## config.mk

```make
export PLATFORM = sky130hd
export DESIGN_NAME = byte_pattern_find_replace_flat
export DESIGN_NICKNAME = d
export VERILOG_FILES = /design/src/rtl/bpfr_pkg.sv /design/src/rtl/bpfr_if.sv /design/src/rtl/byte_pattern_find_replace.sv /design/src/rtl/bpfr_csr.sv /design/src/rtl/bpfr_cell.sv /design/src/flat_wrapper.sv
export SDC_FILE = /design/constraint.sdc
export NUM_CORES = 2
export LEC_CHECK = 0
export BUFFER_PORTS_ARGS = -buffer_cell sky130_fd_sc_hd__clkbuf_2
export CAP_MARGIN = 10
export CORE_MARGIN = 4
export CORE_UTILIZATION = 35
export DETAILED_ROUTE_END_ITERATION = 16
export SLEW_MARGIN = 30
export SYNTH_ARGS = -nofsm -noshare
export SYNTH_HDL_FRONTEND = slang
export SYNTH_SLANG_ARGS = --single-unit
export TNS_END_PERCENT = 1
```

## constraint.sdc

```tcl
create_clock -name clock -period 30.7 [get_ports clock]
set_input_delay 4.605 -clock clock [delete_from_list [all_inputs] [get_ports clock]]
set_output_delay 4.605 -clock clock [all_outputs]
set_load 0.03 [all_outputs]
```

## src/rtl/bpfr_pkg.sv

```systemverilog
package bpfr_pkg;

   localparam int MAX_PATTERN = 16;
   localparam int CELL_COUNT  = (MAX_PATTERN < 16) ? MAX_PATTERN : 16;
   localparam int IDX_W       = (CELL_COUNT > 1) ? $clog2(CELL_COUNT) : 1;
   localparam int FILL_W      = $clog2(CELL_COUNT + 1);
   localparam int PAT_IDX_W   = 4;
   localparam int PAT_W       = 128;
   localparam int COUNT_W     = 16;
   localparam int CSR_IDX_W   = 3;
   localparam int CSR_DATA_W  = 64;

   typedef enum logic [CSR_IDX_W-1:0] {
      CSR_FIND_LOW,
      CSR_FIND_HIGH,
      CSR_REPLACE_LOW,
      CSR_REPLACE_HIGH,
      CSR_PATTERN_LENGTH,
      CSR_MAX_REPLACEMENTS
   } csr_index_type;

   typedef struct packed {
      logic [PAT_W-1:0]   find;
      logic [PAT_W-1:0]   replace;
      logic [FILL_W-1:0]  len;
      logic [COUNT_W-1:0] max_rep;
   } cfg_type;

   typedef struct packed {
      logic shift;
      logic load_replace;
   } cell_ctrl_type;

endpackage

```

## src/rtl/bpfr_if.sv

```systemverilog
interface bpfr_req_if;
   logic       valid;
   logic       ready;
   logic [7:0] in_byte;
   logic       in_last;

   modport source (output valid, in_byte, in_last, input ready);
   modport sink (input valid, in_byte, in_last, output ready);
endinterface

interface bpfr_rsp_if;
   logic                         valid;
   logic                         ready;
   logic [7:0]                   out_byte;
   logic                         out_last;
   logic [bpfr_pkg::COUNT_W-1:0] replacements_done;
   logic                         short_of_count;

   modport source (output valid, out_byte, out_last, replacements_done, short_of_count,
                   input ready);
   modport sink (input valid, out_byte, out_last, replacements_done, short_of_count,
                 output ready);
endinterface

interface bpfr_csr_if;
   logic                            valid;
   logic                            ready;
   logic [bpfr_pkg::CSR_IDX_W-1:0]  index;
   logic [bpfr_pkg::CSR_DATA_W-1:0] data;

   modport source (output valid, index, data, input ready);
   modport sink (input valid, index, data, output ready);
endinterface

```

## src/rtl/byte_pattern_find_replace.sv

```systemverilog
// Throughput: one item per cycle while the output is taken and no drain is under way; an item
// that fills the window yields one result per cycle. A last item drains the window, up to 16
// results at one per cycle while they are taken, input held meanwhile. The output register
// takes the next result while the current one is taken in the same cycle. Reset (synchronous,
// active high) empties the window, clears the count and loads the register reset values;
// window bytes are not cleared.
module byte_pattern_find_replace (
   input  logic       clock,
   input  logic       reset,
   bpfr_req_if.sink   req_chan,
   bpfr_rsp_if.source rsp_chan,
   bpfr_csr_if.sink   csr_chan
);

   localparam int N = bpfr_pkg::CELL_COUNT;
   localparam int FW = bpfr_pkg::FILL_W;
   localparam int CW = bpfr_pkg::COUNT_W;

   bpfr_pkg::cfg_type       cfg;
   bpfr_pkg::cell_ctrl_type cell_ctrl [N];
   logic [7:0]              cell_data [N];
   logic [7:0]              shift_in [N];
   logic [7:0]              find_byte [N];
   logic [7:0]              replace_byte [N];
   logic [N-1:0]            cell_eq;
   logic [N-1:0]            cell_active;

   logic [FW-1:0] fill_ff;
   logic [FW-1:0] stop_ff;
   logic [FW-1:0] len_ff;
   logic          last_ff;
   logic          short_ff;
   logic [CW-1:0] cnt_ff;
   logic [CW-1:0] cnt_old_ff;

   logic          out_valid_ff;
   logic [7:0]    out_byte_ff;
   logic          out_last_ff;
   logic [CW-1:0] out_count_ff;
   logic          out_short_ff;

   logic                          pend;
   logic                          out_free;
   logic                          emit;
   logic [FW-1:0]                 fill_e;
   logic [FW-1:0]                 fill_s;
   logic [FW-1:0]                 fill_m1;
   logic [bpfr_pkg::IDX_W-1:0]    emit_idx;
   logic                          busy;
   logic                          accept;
   logic                          cmp_en;
   logic                          match;
   logic [CW-1:0]                 base;
   logic                          under;
   logic                          rep;
   logic [CW-1:0]                 cnt_new;
   logic                          short_new;
   logic [FW-1:0]                 stop_new;
   logic                          emit_last;

   bpfr_csr u_csr (
      .clock    (clock),
      .reset    (reset),
      .csr_chan (csr_chan),
      .cfg      (cfg)
   );

   for (genvar i = 0; i < N; i++) begin : g_cell
      bpfr_cell u_cell (
         .clock        (clock),
         .ctrl         (cell_ctrl[i]),
         .shift_in     (shift_in[i]),
         .find_byte    (find_byte[i]),
         .replace_byte (replace_byte[i]),
         .data         (cell_data[i]),
         .eq           (cell_eq[i])
      );
   end

   assign pend     = fill_ff > stop_ff;
   assign out_free = !out_valid_ff || rsp_chan.ready;
   assign emit     = pend && out_free;
   assign fill_e   = fill_ff - FW'(emit);
   assign busy     = fill_e > stop_ff;
   assign accept   = req_chan.valid && !busy;
   assign fill_s   = fill_e + FW'(1);
   assign cmp_en   = fill_s >= cfg.len;
   assign fill_m1  = fill_ff - FW'(1);
   assign emit_idx = fill_m1[bpfr_pkg::IDX_W-1:0];

   assign req_chan.ready = !busy;

   always_comb begin
      logic [FW-1:0]                  k;
      logic [bpfr_pkg::PAT_IDX_W-1:0] kb;
      for (int i = 0; i < N; i++) begin
         k              = cfg.len - FW'(1) - FW'(i);
         kb             = k[bpfr_pkg::PAT_IDX_W-1:0];
         cell_active[i] = FW'(i) < cfg.len;
         find_byte[i]   = cfg.find[{kb, 3'b000} +: 8];
         replace_byte[i] = cfg.replace[{kb, 3'b000} +: 8];
         shift_in[i]    = (i == 0) ? req_chan.in_byte : cell_data[(i == 0) ? 0 : i - 1];
      end
   end

   assign match     = cmp_en && (&(cell_eq | ~cell_active));
   assign base      = last_ff ? '0 : cnt_ff;
   assign under     = (cfg.max_rep == '0) || (base < cfg.max_rep);
   assign rep       = accept && match && under;
   assign cnt_new   = base + CW'(rep && (base != {CW{1'b1}}));
   assign short_new = (cfg.max_rep != '0) && (cnt_new < cfg.max_rep);
   assign emit_last = emit && last_ff && (fill_ff == FW'(1));

   always_comb begin
      priority if (req_chan.in_last) begin
         stop_new = '0;
      end else if (cmp_en) begin
         stop_new = cfg.len - FW'(1);
      end else begin
         stop_new = fill_s;
      end
   end

   always_comb begin
      for (int i = 0; i < N; i++) begin
         cell_ctrl[i].shift        = accept;
         cell_ctrl[i].load_replace = rep && cell_active[i];
      end
   end

   always_ff @(posedge clock) begin
      if (reset) begin
         fill_ff      <= '0;
         stop_ff      <= '0;
         last_ff      <= 1'b0;
         cnt_ff       <= '0;
         cnt_old_ff   <= '0;
         out_valid_ff <= 1'b0;
      end else begin
         if (accept) begin
            fill_ff    <= fill_s;
            stop_ff    <= stop_new;
            last_ff    <= req_chan.in_last;
            cnt_ff     <= cnt_new;
            cnt_old_ff <= base;
         end else begin
            fill_ff <= fill_e;
         end
         if (emit) begin
            out_valid_ff <= 1'b1;
         end else if (rsp_chan.ready) begin
            out_valid_ff <= 1'b0;
         end
      end
   end

   always_ff @(posedge clock) begin
      if (accept) begin
         len_ff   <= cfg.len;
         short_ff <= short_new;
      end
      if (emit) begin
         out_byte_ff  <= cell_data[emit_idx];
         out_last_ff  <= last_ff && (fill_ff == FW'(1));
         out_count_ff <= (fill_m1 >= len_ff) ? cnt_old_ff : cnt_ff;
         out_short_ff <= last_ff && (fill_ff == FW'(1)) && short_ff;
      end
   end

   assign rsp_chan.valid             = out_valid_ff;
   assign rsp_chan.out_byte          = out_byte_ff;
   assign rsp_chan.out_last          = out_last_ff;
   assign rsp_chan.replacements_done = out_count_ff;
   assign rsp_chan.short_of_count    = out_short_ff;

   a_fill_above_stop: assert property (@(posedge clock) disable iff (reset)
      fill_ff >= stop_ff)
      else $error("window fill below emission stop");

   a_fill_cap: assert property (@(posedge clock) disable iff (reset)
      32'(fill_ff) <= N)
      else $error("window fill beyond cell count");

   a_drain_empty: assert property (@(posedge clock) disable iff (reset)
      emit_last |=> fill_ff <= FW'(1))
      else $error("window not empty after final byte");

endmodule

```

## src/rtl/bpfr_csr.sv

```systemverilog
module bpfr_csr (
   input  logic              clock,
   input  logic              reset,
   bpfr_csr_if.sink          csr_chan,
   output bpfr_pkg::cfg_type cfg
);

   logic [bpfr_pkg::CSR_DATA_W-1:0] find_low_ff;
   logic [bpfr_pkg::CSR_DATA_W-1:0] find_high_ff;
   logic [bpfr_pkg::CSR_DATA_W-1:0] replace_low_ff;
   logic [bpfr_pkg::CSR_DATA_W-1:0] replace_high_ff;
   logic [4:0]                      pattern_length_ff;
   logic [bpfr_pkg::COUNT_W-1:0]    max_rep_ff;
   logic [bpfr_pkg::FILL_W-1:0]     eff_len;

   assign csr_chan.ready = 1'b1;

   always_ff @(posedge clock) begin
      if (reset) begin
         find_low_ff       <= '0;
         find_high_ff      <= '0;
         replace_low_ff    <= '0;
         replace_high_ff   <= '0;
         pattern_length_ff <= 5'd1;
         max_rep_ff        <= '0;
      end else if (csr_chan.valid) begin
         unique case (bpfr_pkg::csr_index_type'(csr_chan.index))
            bpfr_pkg::CSR_FIND_LOW:         find_low_ff       <= csr_chan.data;
            bpfr_pkg::CSR_FIND_HIGH:        find_high_ff      <= csr_chan.data;
            bpfr_pkg::CSR_REPLACE_LOW:      replace_low_ff    <= csr_chan.data;
            bpfr_pkg::CSR_REPLACE_HIGH:     replace_high_ff   <= csr_chan.data;
            bpfr_pkg::CSR_PATTERN_LENGTH:   pattern_length_ff <= csr_chan.data[4:0];
            bpfr_pkg::CSR_MAX_REPLACEMENTS: max_rep_ff        <= csr_chan.data[15:0];
            default: begin
            end
         endcase
      end
   end

   always_comb begin
      priority if (pattern_length_ff == 5'd0) begin
         eff_len = bpfr_pkg::FILL_W'(1);
      end else if (32'(pattern_length_ff) > bpfr_pkg::CELL_COUNT) begin
         eff_len = bpfr_pkg::FILL_W'(bpfr_pkg::CELL_COUNT);
      end else begin
         eff_len = bpfr_pkg::FILL_W'(pattern_length_ff);
      end
   end

   assign cfg.find    = {find_high_ff, find_low_ff};
   assign cfg.replace = {replace_high_ff, replace_low_ff};
   assign cfg.len     = eff_len;
   assign cfg.max_rep = max_rep_ff;

endmodule

```

## src/rtl/bpfr_cell.sv

```systemverilog
module bpfr_cell (
   input  logic                    clock,
   input  bpfr_pkg::cell_ctrl_type ctrl,
   input  logic [7:0]              shift_in,
   input  logic [7:0]              find_byte,
   input  logic [7:0]              replace_byte,
   output logic [7:0]              data,
   output logic                    eq
);

   logic [7:0] data_ff;
   logic [7:0] data_in;

   assign eq      = (shift_in == find_byte);
   assign data_in = ctrl.load_replace ? replace_byte : shift_in;
   assign data    = data_ff;

   always_ff @(posedge clock) begin
      if (ctrl.shift) begin
         data_ff <= data_in;
      end
   end

endmodule

```

## src/flat_wrapper.sv

```systemverilog
// flat-port wrapper written by rule: the top's interface ports become plain ports
module byte_pattern_find_replace_flat 
  (clock, reset, req_chan_valid, req_chan_in_byte, req_chan_in_last, req_chan_ready, rsp_chan_valid, rsp_chan_out_byte, rsp_chan_out_last, rsp_chan_replacements_done, rsp_chan_short_of_count, rsp_chan_ready, csr_chan_valid, csr_chan_index, csr_chan_data, csr_chan_ready);
  bpfr_req_if req_chan_i ();
  bpfr_rsp_if rsp_chan_i ();
  bpfr_csr_if csr_chan_i ();
  input  logic clock;
  input  logic reset;
  input wire logic [$bits(req_chan_i.valid)-1:0] req_chan_valid;
  input wire logic [$bits(req_chan_i.in_byte)-1:0] req_chan_in_byte;
  input wire logic [$bits(req_chan_i.in_last)-1:0] req_chan_in_last;
  output wire logic [$bits(req_chan_i.ready)-1:0] req_chan_ready;
  output wire logic [$bits(rsp_chan_i.valid)-1:0] rsp_chan_valid;
  output wire logic [$bits(rsp_chan_i.out_byte)-1:0] rsp_chan_out_byte;
  output wire logic [$bits(rsp_chan_i.out_last)-1:0] rsp_chan_out_last;
  output wire logic [$bits(rsp_chan_i.replacements_done)-1:0] rsp_chan_replacements_done;
  output wire logic [$bits(rsp_chan_i.short_of_count)-1:0] rsp_chan_short_of_count;
  input wire logic [$bits(rsp_chan_i.ready)-1:0] rsp_chan_ready;
  input wire logic [$bits(csr_chan_i.valid)-1:0] csr_chan_valid;
  input wire logic [$bits(csr_chan_i.index)-1:0] csr_chan_index;
  input wire logic [$bits(csr_chan_i.data)-1:0] csr_chan_data;
  output wire logic [$bits(csr_chan_i.ready)-1:0] csr_chan_ready;
  assign req_chan_i.valid = req_chan_valid;
  assign req_chan_i.in_byte = req_chan_in_byte;
  assign req_chan_i.in_last = req_chan_in_last;
  assign req_chan_ready = req_chan_i.ready;
  assign rsp_chan_valid = rsp_chan_i.valid;
  assign rsp_chan_out_byte = rsp_chan_i.out_byte;
  assign rsp_chan_out_last = rsp_chan_i.out_last;
  assign rsp_chan_replacements_done = rsp_chan_i.replacements_done;
  assign rsp_chan_short_of_count = rsp_chan_i.short_of_count;
  assign rsp_chan_i.ready = rsp_chan_ready;
  assign csr_chan_i.valid = csr_chan_valid;
  assign csr_chan_i.index = csr_chan_index;
  assign csr_chan_i.data = csr_chan_data;
  assign csr_chan_ready = csr_chan_i.ready;
  byte_pattern_find_replace u_core (.clock(clock), .reset(reset), .req_chan(req_chan_i), .rsp_chan(rsp_chan_i), .csr_chan(csr_chan_i));
endmodule
```

## Yosys cells after proc, flatten, opt, wreduce, memory -nomap -nowiden

Cells that the tools add are included.

- Order comparisons: 24
- Add/subtract/negate cells: 20
- Mux-type cells: 28
- Equality and inequality tests: 23
- Bitwise gates (word level): 3
- Shift operators: 32
- Reduce and logical (&&, ||, !) cells: 41

Operator list:

| operator | count |
|---|---|
| $shiftx A128 B8 Y8 | 32 |
| $mux W8 | 18 |
| $eq A8 B8 Y1 | 16 |
| $lt A4 B5 Y1 const A | 8 |
| $bmux W8 S4 | 1 |
| $lt A16 B16 Y1 | 2 |
| $mux W16 | 2 |
| $sub A4 B4 Y4 const B | 8 |
| $logic_and A1 B1 Y1 | 25 |
| $mux W5 | 5 |
| $lt A3 B5 Y1 const A | 4 |
| $add A16 B1 Y16 | 1 |
| $logic_not A16 Y1 | 1 |
| $ne A16 B16 Y1 const B | 1 |
| $not A16 Y16 | 1 |
| $or A16 B16 Y16 | 1 |
| $reduce_and A16 Y1 | 1 |
| $reduce_bool A16 Y1 | 1 |
| $sub A4 B3 Y4 const B | 4 |
| $reduce_and A2 Y1 | 6 |
| $ge A5 B5 Y1 | 2 |
| $gt A5 B5 Y1 | 2 |
| $lt A1 B5 Y1 const A | 2 |
| $lt A2 B5 Y1 const A | 2 |
| 18 further kinds | 25 |

- Output and inout bits: 29
- Register bits after elaboration: 481
- Input port bits: 81

## Longest topological paths before layout

- Word-level depth: 16
- Mapped depth: 42
- Mapped depth without buffers: 40

## Modules after synthesis

A second synthesis with hierarchy kept.

- Cells, all modules: 2,912
- Area, all modules: 36,138.4 sq um

By module, submodules not included:

| module | cells an instance | instances | area each (sq um) | sequential area each (sq um) |
|---|---|---|---|---|
| byte_pattern_find_replace | 1,481 | 1 | 17,854.6 | 1,841.8 |
| bpfr_csr | 983 | 1 | 10,956.8 | 5,545.3 |
| bpfr_cell | 28 | 16 | 457.9 | 240.2 |

## Least setup slack after synthesis

Ideal clock, no wire load.

- Path kind: in2reg
- Start point: input rsp_chan_ready
- End point: register u_core.g_cell[0].u_cell.data_ff[0] (enable)
- Path slack: 17.755 ns
- Setup time: 0.550 ns
- Stages: 14
- Required time: 30.150 ns
- Arrival: 12.395 ns
- Cell sequence: nand2b_1 nor2b_1 ha_1 ha_1 xnor2_1 inv_1 ha_1 o21a_1 o21a_1 o21a_1 o22ai_1 nand2_1 inv_2 buf_1

- Cells in the longest elaborated chain, start to end: 6

RTL lines:

| what | RTL line | text |
|---|---|---|
| start: declaration | flat_wrapper.sv:18 | `input wire logic [$bits(rsp_chan_i.ready)-1:0] rsp_chan_ready;` |
| $logic_or A1 B1 Y1 | byte_pattern_find_replace.sv:81 | `assign out_free = !out_valid_ff \|\| rsp_chan.ready;` |
| $logic_and A1 B1 Y1 | byte_pattern_find_replace.sv:82 | `assign emit = pend && out_free;` |
| named net u_core.emit | byte_pattern_find_replace.sv:44 | `logic emit;` |
| $sub A5 B1 Y5 | byte_pattern_find_replace.sv:83 | `assign fill_e = fill_ff - FW'(emit);` |
| $gt A5 B5 Y1 | byte_pattern_find_replace.sv:84 | `assign busy = fill_e > stop_ff;` |
| $logic_not A1 Y1 | - |  |
| named net req_chan_ready | flat_wrapper.sv:12 | `output wire logic [$bits(req_chan_i.ready)-1:0] req_chan_ready;` |
| $logic_and A1 B1 Y1 | byte_pattern_find_replace.sv:85 | `assign accept = req_chan.valid && !busy;` |
| end signal: assignment | bpfr_cell.sv:20 | `data_ff <= data_in;` |
| end: declaration | bpfr_cell.sv:11 | `logic [7:0] data_ff;` |

The timed path passes the listed nets, and every way through them passes these cells.
A chain may end at the register's enable or synchronous reset.

## Final worst setup path

- Start point: input rsp_chan_ready
- End point: output req_chan_ready

- Cells in the longest elaborated chain, start to end: 5

RTL lines:

| what | RTL line | text |
|---|---|---|
| $logic_or A1 B1 Y1 | byte_pattern_find_replace.sv:81 |  |
| $logic_and A1 B1 Y1 | byte_pattern_find_replace.sv:82 |  |
| named net u_core.emit | byte_pattern_find_replace.sv:44 |  |
| $sub A5 B1 Y5 | byte_pattern_find_replace.sv:83 |  |
| $gt A5 B5 Y1 | byte_pattern_find_replace.sv:84 |  |
| $logic_not A1 Y1 | byte_pattern_find_replace.sv:91 | `assign req_chan.ready = !busy;` |
| end: declaration | flat_wrapper.sv:12 |  |

The timed path passes the listed nets, and every way through them passes these cells.

==> impl_metrics.py <==
metrics = {
    "clocking": {
        "path_clk_slew_ns": 0.06,
        "cts_inserted_buffers": 54,
        "cts_sinks": 481,
        "cts_resized": 0,
        "cts_max_path_buffers": 3,
        "ctsHoldBuffers": 0,
        "cts_setup_buffers": 0,
        "clock_latency_ns": 0.65,
        "ctsRootBufferMaster": "clkbuf_16",
        "cts_htree_levels": 2,
        "cts_tree": "done",
    },
    "timing": {
        "fmax_mhz": 82.3,
        "slew_violations": 0,
        "timing.setup.tns_ns": 0,
        "timing.final.crit_share": 0.396,
        "tightest_slew_ns": 1.08,
        "rsz0062_at_grt": "false",
        "final.setup_skew_ns": 0.0335,
        "setup_viol": 0,
        "slew_headroom": 0.281,
        "finalHoldViolCount": 0,
        "min_period_ns": 12.14,
        "whs_ns": 0.453,
    },
    "synthesis": {
        "async_flop_share": 0,
        "ys_seq_area_frac": 0.332,
        "synth_nets": 3659,
        "netlist_area_um2": 33900,
        "synth_cells": 3520,
        "synth-xor-area-share": 0.0428,
        "synthSimpleGateAreaFrac": 0.134,
        "synth_mux_area_frac": 0.311,
        "synth_top_family_by_area": "multiplexers",
        "synth_flop_cell": "dfxtp_1",
        "synth_edf_count": 160,
        "yosys.cell_types.count": 74,
        "synth-adder-area-share": 0.0217,
        "ys_ff_latch": 481,
        "synth_warnings": 0,
        "syn_avg_cell_area_um2": 9.62,
        "synth_compound_area_frac": 0.120,
    },
    "floorplanning": {
        "rows": 113,
        "ios": 110,
        "die_h_um": 319,
        "fp.dieW_um": 319,
        "dieArea_um2": 102000,
        "start_util": 0.355,
        "coreArea_um2": 95400,
    },
    "power_and_ir_drop": {
        "ir_drop_mv": 0.128,
        "pwr-share-comb": 0.396,
        "switchingPower_mw": 1.16,
        "leakage_nw": 14.0,
        "p_int_mw": 1.73,
        "p_total_mw": 2.88,
        "pwr-share-clk": 0.235,
        "seqPwrFrac": 0.368,
        "p_per_area_nw_per_um2": 76.8,
        "p_sw_frac": 0.401,
    },
    "hold_path": {
        "min_path_type": "register to register",
    },
    "worst_setup_path": {
        "worstSetupPathType": "input port to primary output",
        "worst_r2r_path_depth": 31,
        "endpoint": "req_chan_ready",
        "regToRegEndpoint": "u_core.short_ff",
        "setup.worst_path.start": "rsp_chan_ready",
        "endpoint_kind": "primary output",
        "crit_arrival_ns": 7.54,
        "r2r-start": "u_core.u_csr.pattern_length_ff[4]",
        "required_ns": 26.10,
        "reg2reg_slack_ns": 20.06,
        "cp-start-kind": "input port",
        "crit_path_max_fanout": 27,
    },
    "drt": {
        "drt-vias-per-instance": 6.16,
        "dr.pass1.iters": 6,
        "routedWlPerCell_um": 29.1,
        "drcViolationCount": 0,
        "drt_first_iter_violations": 4344,
        "drt_wl_total_um": 140000,
        "via_count": 29600,
        "ant_nets": 0,
    },
    "placed_design": {
        "dp_hpwl_um": 102000,
        "gp_congestion": 1.03,
        "port_buffers": 108,
        "place_area_um2": 35600,
    },
    "global_routing": {
        "gr-total-overflow": 0,
        "grt_pass1_wl_um": 198000,
        "antenna_found_initial": 10,
        "grt_max_degree": 152,
        "grt_pass1_vias": 26600,
        "grtUsageTotal": 0.263,
    },
    "cells_and_area": {
        "syn2layout_area_growth_pct": 10.9,
        "drive_gt1_frac": 0.170,
        "final_common_cell": "nand2_1",
        "final_util": 0.393,
        "final_cell_mix": "nand2_1, mux2i_1, a21oi_1",
        "final_area_um2": 37500,
        "fin_nets": 3625,
    },
    "flow_run": {
        "cap_violations": 0,
    },
    "outcome": {
        "status": "completed",
    },
}
-- cell usage after synthesis (all sizes together), types with 5 or more instances --
cell       n  share of area
a211o      9         0.0023
a211oi    29         0.0068
a21o      19         0.0042
a21oi    392          0.058
a22o      16         0.0041
a22oi     59          0.013
a311o     11         0.0033
a31o      22         0.0057
a31oi      5        0.00092
a32o      15         0.0044
and3      41         0.0076
buf       77          0.011
clkbuf   184          0.020
dfxtp    321           0.19
edfxtp   160           0.14
ha        58          0.021
inv       58         0.0064
mux2     133          0.049
mux2i    477           0.14
mux4     183           0.12
nand2    757          0.084
nand2b    10         0.0018
nand3     25         0.0037
nand4     11         0.0020
nor2      72         0.0081
nor2b     26         0.0048
nor3      38         0.0098
nor4      33         0.0061
o2111ai    5         0.0013
o211ai     7         0.0016
o21a       5         0.0011
o21ai     23         0.0034
o22ai     29         0.0054
or2        7         0.0013
or3        6         0.0011
xnor2     84          0.022
xor2      79          0.020
-- sequential cells by signal, indices dropped and copies added, names as in the netlist, 8 cells and up --
signal	count
u_core.u_csr.find_low_ff	64
u_core.cnt_ff	16
u_core.cnt_old_ff	16
u_core.g_cell.u_cell.data	128
u_core.u_csr.find_high_ff	64
u_core.rsp_chan.out_byte	8
u_core.u_csr.replace_high_ff	64
u_core.u_csr.replace_low_ff	64
u_core.rsp_chan.replacements_done	16
u_core.u_csr.max_rep_ff	16
-- cells by family after synthesis --
kind of cell | count (synthesis)
and+or+nand+nor | 1039
muxes | 793
AOI/OAI and AO/OA | 664
DFF | 481
buffers and inverters | 320
xor gates and xnor gates | 163
adders and majority gates | 59
other | 1
-- power groups by stage --
stage          clock (mW)  sequential (mW)  combinational (mW)
3_3_place_gp            0             1.06                1.12
5_1_grt             0.710             1.07                1.21
2_1_floorplan           0             1.07               0.748
3_5_place_dp            0             1.06                1.13
4_1_cts             0.684             1.05                1.13
6_report            0.679             1.06                1.14
-- cell type report --
cell class	count	area (um^2)
well taps	1265	1580
inverters	59	236
clock buffers	78	1630
flip-flops and latches	481	11200
clock inverters	24	209
multi-input cells	2719	21600
repair buffers	171	1050
diodes	7	17.5
fillers	9437	57900
-- worst min path at each step --
stage / start / end / cells after the start
global placement: u_core.cnt_old_ff[4] / u_core.cnt_old_ff[4] / 2
global route: u_core.cnt_old_ff[11] / u_core.cnt_old_ff[11] / 2
floorplan: u_core.cnt_old_ff[0] / u_core.cnt_old_ff[0] / 2
detailed placement: u_core.cnt_old_ff[15] / u_core.cnt_old_ff[15] / 2
CTS: u_core.cnt_old_ff[6] / u_core.cnt_old_ff[6] / 2
finish: u_core.cnt_old_ff[6] / u_core.cnt_old_ff[6] / 2
-- metal layers --
| layer | GRT usage | share of wire | wire [um] |
|---|---|---|---|
| met5 | 0 | 0.00019 | 27 |
| met4 | 0.112 | 0.047 | 6530 |
| met3 | 0.0813 | 0.13 | 18200 |
| met2 | 0.373 | 0.42 | 58300 |
| met1 | 0.370 | 0.41 | 57000 |
-- stage by stage --
step | setup slack (ns) | std cells
2_1_floorplan | 17.75 | 3520
3_3_place_gp | 18.54 | 4694
3_5_place_dp | 18.54 | 4694
4_1_cts | 18.54 | 4796
5_1_grt | 18.42 | 4802
6_report | 18.56 | 4804
-- critical path, cell delays in order --
cell and delay, ns:
clkbuf_2 0.07, nand2b_1 0.14, nor2b_2 0.15, buf_4 0.27
ha_1 0.29, ha_1 0.25, xnor2_1 0.39, inv_1 0.09
ha_1 0.31, o21a_1 0.12, o21a_1 0.16, o21a_1 0.16
o22ai_1 0.25, clkbuf_2 0.27
(Power assumes the default switching activity.)
